<file path="config.mk">
export PLATFORM = sky130hd
export DESIGN_NAME = h264_fu_a_packetizer_core
export DESIGN_NICKNAME = d
export VERILOG_FILES = /design/src/hw/rtl/h264fu_pkg.sv /design/src/hw/rtl/h264fu_out_queue.sv /design/src/hw/rtl/h264_fu_a_packetizer_core.sv
export VERILOG_INCLUDE_DIRS = /design/src /design/src/hw/rtl
export SDC_FILE = /design/constraint.sdc
export NUM_CORES = 1
export LEC_CHECK = 0
export BUFFER_PORTS_ARGS = -buffer_cell sky130_fd_sc_hd__buf_2
export CORE_ASPECT_RATIO = 1.4
export CORE_UTILIZATION = 60
export CTS_CLUSTER_DIAMETER = 100
export DETAILED_ROUTE_END_ITERATION = 12
export HOLD_SLACK_MARGIN = 0.03
export PLACE_DENSITY = 0.85
export SETUP_SLACK_MARGIN = 0.3
export SYNTH_ARGS = -nofsm -noshare
export SYNTH_HDL_FRONTEND = slang
export SYNTH_SLANG_ARGS = --single-unit
export TNS_END_PERCENT = 5
</file>
<file path="constraint.sdc">
create_clock -name aclk -period 12.6 [get_ports aclk]
set_input_delay 0 -clock aclk [delete_from_list [all_inputs] [get_ports aclk]]
set_output_delay 0 -clock aclk [all_outputs]
set_load 0.05 [all_outputs]
</file>
<file path="src/hw/rtl/h264_fu_a_packetizer_core_assert.svh">
// Assertion macros for the FU-A packetizer core.
// Used by the top level only; the bodies collapse to nothing in synthesis.
`ifndef H264_FU_A_PACKETIZER_CORE_ASSERT_SVH
`define H264_FU_A_PACKETIZER_CORE_ASSERT_SVH
`ifndef SYNTHESIS
`define H264FU_ASSERT(lbl, prop) \
    lbl: assert property (@(posedge aclk) disable iff (!aresetn) (prop)) \
        else $error("h264fu assertion failed");
`define H264FU_ASSERT_IMPL(lbl, ante, cons) \
    lbl: assert property (@(posedge aclk) disable iff (!aresetn) (ante) |-> (cons)) \
        else $error("h264fu implication failed");
`else
`define H264FU_ASSERT(lbl, prop)
`define H264FU_ASSERT_IMPL(lbl, ante, cons)
`endif
`endif

</file>
<file path="src/hw/rtl/h264fu_pkg.sv">
// Shared types and constants of the H.264 FU-A packetizer.
// No dependencies; imported by the result queue and the top level.
package h264fu_pkg;

    // FU-A header construction
    localparam logic [7:0] FU_A_TYPE = 8'd28;
    localparam logic [7:0] NRI_MASK  = 8'h60;
    localparam logic [7:0] TYPE_MASK = 8'h1f;
    localparam logic [7:0] START_BIT = 8'h80;
    localparam logic [7:0] END_BIT   = 8'h40;

    // Slice size limits and reset values
    localparam int unsigned SLICE_BITS  = 12;
    localparam int unsigned FILL_BITS   = 11;
    localparam logic [SLICE_BITS-1:0] SLICE_RESET = 12'd1024;
    localparam logic [SLICE_BITS-1:0] SLICE_MIN   = 12'd2;
    localparam logic [SLICE_BITS-1:0] SLICE_MAX   = 12'd2048;
    localparam logic [31:0] STEP_RESET = 32'(90000 / 25);

    // Default unit length width
    localparam int unsigned LENGTH_BITS_DEF = 20;

    // Configuration register indexes
    localparam int unsigned CFG_ADDR_BITS = 1;
    localparam logic [CFG_ADDR_BITS-1:0] CFG_SLICE_SIZE = 1'b0;
    localparam logic [CFG_ADDR_BITS-1:0] CFG_TS_STEP    = 1'b1;

    // Result queue
    localparam int unsigned RES_MAX = 3;

    typedef struct packed {
        logic [31:0] ts_step;
        logic        marker;
        logic        pkt_end;
        logic [7:0]  byte_val;
    } result_t;

    typedef struct packed {
        logic       load;
        logic [1:0] count;
    } fill_req_t;

endpackage

</file>
<file path="src/hw/rtl/h264fu_out_queue.sv">
// Three-slot result queue: loaded with all bytes of one item, drained one per cycle while pop_ready is high.
// Depends on h264fu_pkg.
module h264fu_out_queue
    import h264fu_pkg::*;
(
    input  logic                      aclk,
    input  logic                      aresetn,
    input  fill_req_t                 fill,
    input  result_t [RES_MAX-1:0]     load_items,
    input  logic                      pop_ready,
    output logic                      head_valid,
    output result_t                   head,
    output logic                      load_ready
);

    logic [1:0]             cnt_reg;
    logic [1:0]             cnt_next;
    result_t [RES_MAX-1:0]  slot_reg;
    result_t [RES_MAX-1:0]  slot_next;
    logic                   pop;

    assign head_valid = (cnt_reg != 2'd0);
    assign head       = slot_reg[0];
    assign pop        = head_valid && pop_ready;
    // Accept a new load once the queue empties this cycle
    assign load_ready = (cnt_reg == 2'd0) || ((cnt_reg == 2'd1) && pop_ready);

    // Load a new set or shift one slot down on a pop
    always_comb begin
        cnt_next  = cnt_reg;
        slot_next = slot_reg;
        if (fill.load) begin
            cnt_next  = fill.count;
            slot_next = load_items;
        end else if (pop) begin
            cnt_next     = cnt_reg - 2'd1;
            slot_next[0] = slot_reg[1];
            slot_next[1] = slot_reg[2];
        end
    end

    always_ff @(posedge aclk) begin
        if (!aresetn) begin
            cnt_reg <= 2'd0;
        end else begin
            cnt_reg <= cnt_next;
        end
    end

    always_ff @(posedge aclk) begin
        slot_reg <= slot_next;
    end

endmodule

</file>
<file path="src/hw/rtl/h264_fu_a_packetizer_core.sv">
// H.264 FU-A packetizer top level: unit state, fragment logic, config registers.
// Depends on h264fu_pkg, h264fu_out_queue and h264_fu_a_packetizer_core_assert.svh.
//
// Usage:
//   s_ channel carries NAL unit bytes, header byte first, with s_tuser high on the
//   header byte and the unit length in s_tdata alongside it. m_ channel carries
//   packet bytes with the FU-A indicator and FU header inserted; m_tlast marks the
//   last byte of a packet, m_tuser the marker bit, and the timestamp step rides in
//   the upper bits of m_tdata.
//   Each accepted item yields zero to three output items. They are computed in the
//   cycle of acceptance, registered in the result queue and appear on m_ in the next cycle.
//   An item yielding one output sustains one item per cycle while m_tready is high; an
//   item yielding two or three outputs holds s_tready low while the three-slot result
//   queue drains at one byte per cycle whenever m_tready is high.
//   When m_tready is low the queue holds its head; s_tready stays low while the
//   queue holds any byte that cannot leave in the same cycle. The config port writes
//   slice size (index 0) and timestamp step (index 1); write only while idle.
//   Reset (aresetn low, synchronous) empties the queue, closes any open unit and
//   loads slice size 1024 and timestamp step 3600.
`include "h264_fu_a_packetizer_core_assert.svh"
module h264_fu_a_packetizer_core
    import h264fu_pkg::*;
#(
    parameter int unsigned LENGTH_BITS = LENGTH_BITS_DEF,
    parameter int unsigned S_DATA_W    = ((8 + LENGTH_BITS + 7) / 8) * 8
) (
    input  logic                     aclk,
    input  logic                     aresetn,
    // Input items
    input  logic                     s_tvalid,
    output logic                     s_tready,
    input  logic [S_DATA_W-1:0]      s_tdata,   // data_byte, unit_length, zero pad
    input  logic                     s_tuser,   // unit_start
    // Result items
    output logic                     m_tvalid,
    input  logic                     m_tready,
    output logic [39:0]              m_tdata,   // out_byte, timestamp_step
    output logic                     m_tlast,
    output logic                     m_tuser,   // marker
    // Configuration writes
    input  logic                     cfg_we,
    input  logic [CFG_ADDR_BITS-1:0] cfg_addr,
    input  logic [31:0]              cfg_wdata
);

    logic [SLICE_BITS-1:0]  slice_size_reg;
    logic [31:0]            ts_step_reg;
    logic [LENGTH_BITS-1:0] bytes_left_reg;
    logic [LENGTH_BITS-1:0] bytes_left_next;
    logic [FILL_BITS-1:0]   slice_fill_reg;
    logic [FILL_BITS-1:0]   slice_fill_next;
    logic                   fragmenting_reg;
    logic                   fragmenting_next;
    logic                   first_frag_reg;
    logic                   first_frag_next;
    logic [7:0]             unit_header_reg;
    logic [7:0]             unit_header_next;

    logic                   s_fire;
    logic [7:0]             in_byte;
    logic [LENGTH_BITS-1:0] in_len;
    logic [SLICE_BITS-1:0]  slice_eff;
    fill_req_t              fill;
    result_t [RES_MAX-1:0]  items;
    result_t                head;
    logic                   q_ready;

    assign in_byte = s_tdata[7:0];
    assign in_len  = s_tdata[8 +: LENGTH_BITS];
    assign s_tready = q_ready;
    assign s_fire   = s_tvalid && q_ready;

    // Clamp slice size into its legal range
    always_comb begin
        if (slice_size_reg < SLICE_MIN) begin
            slice_eff = SLICE_MIN;
        end else if (slice_size_reg > SLICE_MAX) begin
            slice_eff = SLICE_MAX;
        end else begin
            slice_eff = slice_size_reg;
        end
    end

    // Work out the output bytes and next unit state for the offered item
    always_comb begin
        logic [LENGTH_BITS-1:0] len;
        logic [LENGTH_BITS-1:0] bl_dec;
        logic [SLICE_BITS-1:0]  cap;
        logic [LENGTH_BITS:0]   fill_sum;
        logic [SLICE_BITS-1:0]  fill_inc;
        logic                   last;
        logic                   pend;
        logic [31:0]            ts;
        logic [7:0]             hdr_ind;
        logic [7:0]             hdr_fu;
        result_t                pay;

        len      = (in_len == '0) ? LENGTH_BITS'(1) : in_len;
        bl_dec   = bytes_left_reg - LENGTH_BITS'(1);
        cap      = first_frag_reg ? (slice_eff - SLICE_BITS'(1)) : slice_eff;
        fill_sum = {1'b0, bytes_left_reg} + (LENGTH_BITS + 1)'(slice_fill_reg);
        fill_inc = {1'b0, slice_fill_reg} + SLICE_BITS'(1);
        last     = !first_frag_reg && (fill_sum <= (LENGTH_BITS + 1)'(cap));
        pend     = (fill_inc >= cap) || (bl_dec == '0);
        ts       = first_frag_reg ? ts_step_reg : 32'd0;
        hdr_ind  = '0;
        hdr_fu   = '0;
        pay      = '0;

        bytes_left_next  = bytes_left_reg;
        slice_fill_next  = slice_fill_reg;
        fragmenting_next = fragmenting_reg;
        first_frag_next  = first_frag_reg;
        unit_header_next = unit_header_reg;
        items            = '0;
        fill.load        = s_fire;
        fill.count       = 2'd0;

        if (s_tuser) begin
            // Open a new unit; any open unit is dropped
            unit_header_next = in_byte;
            slice_fill_next  = '0;
            bytes_left_next  = len - LENGTH_BITS'(1);
            hdr_ind = (in_byte & NRI_MASK) | FU_A_TYPE;
            hdr_fu  = (in_byte & TYPE_MASK) | START_BIT;
            if (len <= LENGTH_BITS'(slice_eff)) begin
                fragmenting_next = 1'b0;
                first_frag_next  = 1'b0;
                items[0] = '{ts_step: ts_step_reg, marker: 1'b1,
                             pkt_end: (len == LENGTH_BITS'(1)), byte_val: in_byte};
                fill.count = 2'd1;
            end else begin
                fragmenting_next = 1'b1;
                first_frag_next  = 1'b1;
                items[0] = '{ts_step: ts_step_reg, marker: 1'b0,
                             pkt_end: 1'b0, byte_val: hdr_ind};
                items[1] = '{ts_step: ts_step_reg, marker: 1'b0,
                             pkt_end: 1'b0, byte_val: hdr_fu};
                fill.count = 2'd2;
            end
        end else if (bytes_left_reg == '0) begin
            // Drop bytes outside a unit
            fill.count = 2'd0;
        end else if (!fragmenting_reg) begin
            // Pass a single-packet unit through
            bytes_left_next = bl_dec;
            items[0] = '{ts_step: ts_step_reg, marker: 1'b1,
                         pkt_end: (bl_dec == '0), byte_val: in_byte};
            fill.count = 2'd1;
        end else begin
            // Fragment payload byte, headers in front at each later fragment start
            bytes_left_next = bl_dec;
            pay = '{ts_step: ts, marker: (last || (bl_dec == '0)),
                    pkt_end: pend, byte_val: in_byte};
            hdr_ind = (unit_header_reg & NRI_MASK) | FU_A_TYPE;
            hdr_fu  = (unit_header_reg & TYPE_MASK) | (last ? END_BIT : 8'd0);
            if ((slice_fill_reg == '0) && !first_frag_reg) begin
                items[0] = '{ts_step: ts, marker: last, pkt_end: 1'b0, byte_val: hdr_ind};
                items[1] = '{ts_step: ts, marker: last, pkt_end: 1'b0, byte_val: hdr_fu};
                items[2] = pay;
                fill.count = 2'd3;
            end else begin
                items[0] = pay;
                fill.count = 2'd1;
            end
            if (pend) begin
                slice_fill_next = '0;
                first_frag_next = 1'b0;
                if (bl_dec == '0) begin
                    fragmenting_next = 1'b0;
                end
            end else begin
                slice_fill_next = fill_inc[FILL_BITS-1:0];
            end
        end
    end

    // Advance unit state on each accepted item
    always_ff @(posedge aclk) begin
        if (!aresetn) begin
            bytes_left_reg  <= '0;
            slice_fill_reg  <= '0;
            fragmenting_reg <= 1'b0;
            first_frag_reg  <= 1'b0;
            unit_header_reg <= '0;
        end else if (s_fire) begin
            bytes_left_reg  <= bytes_left_next;
            slice_fill_reg  <= slice_fill_next;
            fragmenting_reg <= fragmenting_next;
            first_frag_reg  <= first_frag_next;
            unit_header_reg <= unit_header_next;
        end
    end

    // Configuration registers
    always_ff @(posedge aclk) begin
        if (!aresetn) begin
            slice_size_reg <= SLICE_RESET;
            ts_step_reg    <= STEP_RESET;
        end else if (cfg_we) begin
            case (cfg_addr)
                CFG_SLICE_SIZE: slice_size_reg <= cfg_wdata[SLICE_BITS-1:0];
                CFG_TS_STEP:    ts_step_reg    <= cfg_wdata;
                default: begin
                end
            endcase
        end
    end

    h264fu_out_queue u_out_queue (
        .aclk       (aclk),
        .aresetn    (aresetn),
        .fill       (fill),
        .load_items (items),
        .pop_ready  (m_tready),
        .head_valid (m_tvalid),
        .head       (head),
        .load_ready (q_ready)
    );

    assign m_tdata = {head.ts_step, head.byte_val};
    assign m_tlast = head.pkt_end;
    assign m_tuser = head.marker;

    // Unit state consistency
    `H264FU_ASSERT_IMPL(a_frag_has_bytes, fragmenting_reg, bytes_left_reg != '0)
    `H264FU_ASSERT_IMPL(a_fill_only_frag, slice_fill_reg != '0, fragmenting_reg)
    `H264FU_ASSERT_IMPL(a_first_only_frag, first_frag_reg, fragmenting_reg)
    `H264FU_ASSERT(a_no_load_when_full, !(s_fire && (fill.count == 2'd0) && m_tvalid && !m_tready))

endmodule

</file>
==> load_flow_metrics.sql <==
INSERT INTO impl_metrics (metric_group, metric, value, unit) VALUES
('clock_tree', 'tritoncts.num_buffers', '21', ''),
('worst_setup_path', 'slowest_stage', 'o31ai_1', ''),
('clock_tree', 'post_cts_setup_driven_buffer_insertion_count', '0', ''),
('floorplan', 'fp.dieArea', '0.0202', 'mm2'),
('sta', 'worst_clock_skew', '8.31', 'ps'),
('worst_setup_path', 'timing.critical_path.buf_inv', '1', ''),
('floorplan', 'core_region_area', '0.0192', 'mm2'),
('layout', 'register_area', '0.00551', 'mm2'),
('clock_tree', 'cts.path.max_buffers', '3', ''),
('layout', 'layout.cells.most_common', 'nand2_1', ''),
('routing', 'vias_per_cell', '6.25', ''),
('worst_setup_path', 'timing.critical_path.fanout_max', '5', ''),
('floorplan', 'ioPinCount', '115', ''),
('layout', 'fin_util', '0.699', ''),
('logic_synthesis', 'synthesis.area', '0.0118', 'mm2'),
('logic_synthesis', 'synth_edf_count', '126', ''),
('clock_tree', 'cts_root_buf', 'clkbuf_16', ''),
('sta', 'report.final.setup_viol', '0', ''),
('layout', 'post_route_cells_drive_above_1_share', '0.131', ''),
('grt', 'pin_count_of_the_biggest_net_entering_global_routing', '78', ''),
('logic_synthesis', 'yosys.cell_types.count', '81', ''),
('routing', 'detail_route.iter0.violations', '952', ''),
('floorplan', 'floorplan.initialDensity', '0.613', ''),
('layout', 'largest_register_ffs', '84', ''),
('logic_synthesis', 'seq_area_frac_synth', '0.467', ''),
('logic_synthesis', 'synth-main-ff-cell', 'edfxtp_1', ''),
('sta', 'fin_setup_tns', '0', 'ps'),
('job', 'number_of_max_cap_violations', '0', ''),
('sta', 'f_max', '206', 'MHz'),
('worst_setup_path', 'critical_path.startpoint_type', 'flip-flop', ''),
('routing', 'ant_nets', '0', ''),
('worst_setup_path', 'worstPathCellList', 'nor4_2 -> nand3_1 -> and3_1 -> inv_1 -> ha_1 -> nor4bb_1 -> nor2b_1 -> mux2i_1 -> a31oi_1 -> ha_1 -> nand4_1 -> nor3_1 -> a211o_1 -> a31oi_1 -> o22ai_1 -> o31ai_1 -> nor2_1 -> o21a_1', ''),
('logic_synthesis', 'synth_top_cell_by_area', 'edfxtp_1', ''),
('grt', 'grt_first_pass_wirelength', '50900', 'um'),
('worst_setup_path', 'worst_path_largest_cell_delay', '700', 'ps'),
('logic_synthesis', 'synth_warnings', '0', ''),
('sta', 'postLayoutSetupSlackWorst', '7740', 'ps'),
('sta', 'timing_worst_slew_pin_value', '1150', 'ps'),
('grt', 'grt_pass1_vias', '9760', ''),
('sta', 'timing.max_slew.rel_slack', '0.234', ''),
('logic_synthesis', 'ys_seq_elements', '212', ''),
('routing', 'total_iterations_of_the_first_detailed_routing_run', '7', ''),
('worst_setup_path', 'end_kind', 'flip-flop', ''),
('placement', 'gp_routability_congestion', '0.961', ''),
('logic_synthesis', 'asyncSetResetFlopFracSynth', '0', ''),
('placement', 'pre_cts_slack', '7800', 'ps'),
('routing', 'drcViolationCount', '0', ''),
('sta', 'unrepaired_setup_endpoints_after_global_routing', 'false', ''),
('logic_synthesis', 'synth_top_cells_by_area', 'edfxtp_1 32%, dfxtp_1 15%, ha_1 5.7%', ''),
('clock_tree', 'worstSkewPairLatency', '510', 'ps'),
('logic_synthesis', 'syn_area_per_cell', '9.72', 'um2'),
('placement', 'hpwl_detailed', '21100', 'um'),
('grt', 'global_route_overflow', '0', ''),
('layout', 'area_growth', '14.1', '%'),
('sta', 'drv_slew', '0', ''),
('routing', 'routed_wire_length_per_instance', '20.3', 'um'),
('layout', 'layout_nets', '1452', ''),
('floorplan', 'placementRows', '60', ''),
('sta', 'finalHoldWorstSlack', '42.0', 'ps'),
('floorplan', 'die_x', '120', 'um'),
('floorplan', 'fp.dieH', '168', 'um'),
('worst_setup_path', 'critPathRequiredTime', '12870', 'ps'),
('pwr', 'power_density', '170', 'mW/mm2'),
('routing', 'dr_total_vias', '9939', ''),
('worst_setup_path', 'critPathArrivalTime', '5120', 'ps'),
('worst_setup_path', 'r2r_setup_slack', '7740', 'ps'),
('pwr', 'irDropWorstVdd', '137', 'uV'),
('clock_tree', 'h-tree-depth', '1', ''),
('logic_synthesis', 'synth_top_cell_area_share', '0.321', ''),
('grt', 'groute.usage.overall', '0.322', ''),
('run_status', 'status', 'complete, no violations', '');
[metrics by stage]
| step | area (um2) | cells | total power, W |
|---|---|---|---|
| 2_1_floorplan | 11900 | 1243 | 0.00154 |
| 3_3_place_gp | 12200 | 1490 | 0.00166 |
| 3_5_place_dp | 12200 | 1490 | 0.00168 |
| 4_1_cts | 13400 | 1589 | 0.00228 |
| 5_1_grt | 13400 | 1590 | 0.00238 |
| 6_report | 13400 | 1591 | 0.00229 |
[Yosys cell counts, types with 8 or more instances]
cell type,count
nand2_1,171
edfxtp_1,126
dfxtp_1,86
a21oi_1,82
a22o_1,71
clkbuf_1,61
nor2_1,59
ha_1,54
buf_4,45
o21ai_0,44
inv_1,34
nand3_1,29
nor3_1,26
a21boi_0,23
xnor2_1,22
nand4_1,18
xor2_1,17
nand2b_1,15
and2_1,14
a21o_1,13
nor4_1,12
o22ai_1,12
buf_2,11
nor2b_1,11
and3_1,10
o211ai_1,9
a22oi_1,8
[power by group]
group	leakage [nW]	total, W	internal, W	switching, W
logic	3.01	0.000731	0.000242	0.000489
registers	1.95	0.000967	0.000884	0.0000828
clock network	0.308	0.000593	0.000321	0.000272
[layout make-up]
| type | count | area share |
|---|---|---|
| multi-input cells | 876 | 0.418 |
| flip-flops and latches | 212 | 0.410 |
| repair buffers | 181 | 0.0920 |
| clock buffers | 26 | 0.0420 |
| well taps | 248 | 0.0231 |
| inverters | 34 | 0.00949 |
| clock inverters | 12 | 0.00531 |
| diodes | 2 | 0.000372 |
[worst register-to-register path, cell delays in order (launching register included)]
cell and delay (ps):
dfxtp_1 370, nor4_2 470, nand3_1 140, and3_1 270
inv_1 70, ha_1 250, nor4bb_1 320, nor2b_1 220
mux2i_1 100, a31oi_1 320, ha_1 330, nand4_1 100
nor3_1 80, a211o_1 270, a31oi_1 180, o22ai_1 100
o31ai_1 700, nor2_1 110, o21a_1 210
[final timing paths]
check | start | endpoint | cells past startpoint
max | slice_size_reg[2] | u_out_queue.slot_reg[93] | 18
max reg2reg | slice_size_reg[2] | u_out_queue.slot_reg[93] | 18
min | s_tdata[22] | bytes_left_reg[15] | 5
min reg2reg | unit_header_reg[0] | unit_header_reg[0] | 2
[layer usage]
metal | routed length (um) | up-vias | global-route usage
met5 | 0 | - | 0
met4 | 2230 | 0 | 0.209
met3 | 2090 | 136 | 0.0467
met2 | 16100 | 494 | 0.545
met1 | 12000 | 4677 | 0.379
li1 | - | 4632 | -
[repair_timing]
| item | in CTS | in global routing |
|---|---|---|
| resized for setup | 0 | 0 |
| hold endpoints to repair | 93 | 0 |
| hold buffers | 61 | 0 |
[logic make-up after synthesis]
| logic type | count (synthesis) | synth area share |
|---|---|---|
| AND/OR/NAND/NOR | 411 | 0.175 |
| AO/OA/AOI/OAI | 334 | 0.197 |
| flip-flops | 212 | 0.467 |
| buffers and inverters | 155 | 0.0674 |
| adder cells (fa/ha/maj) | 55 | 0.0590 |
| XOR/XNOR | 39 | 0.0290 |
| multiplexers | 5 | 0.00457 |
| other | 1 | 0.000318 |
Note: power is estimated with default switching activity, not from simulation.
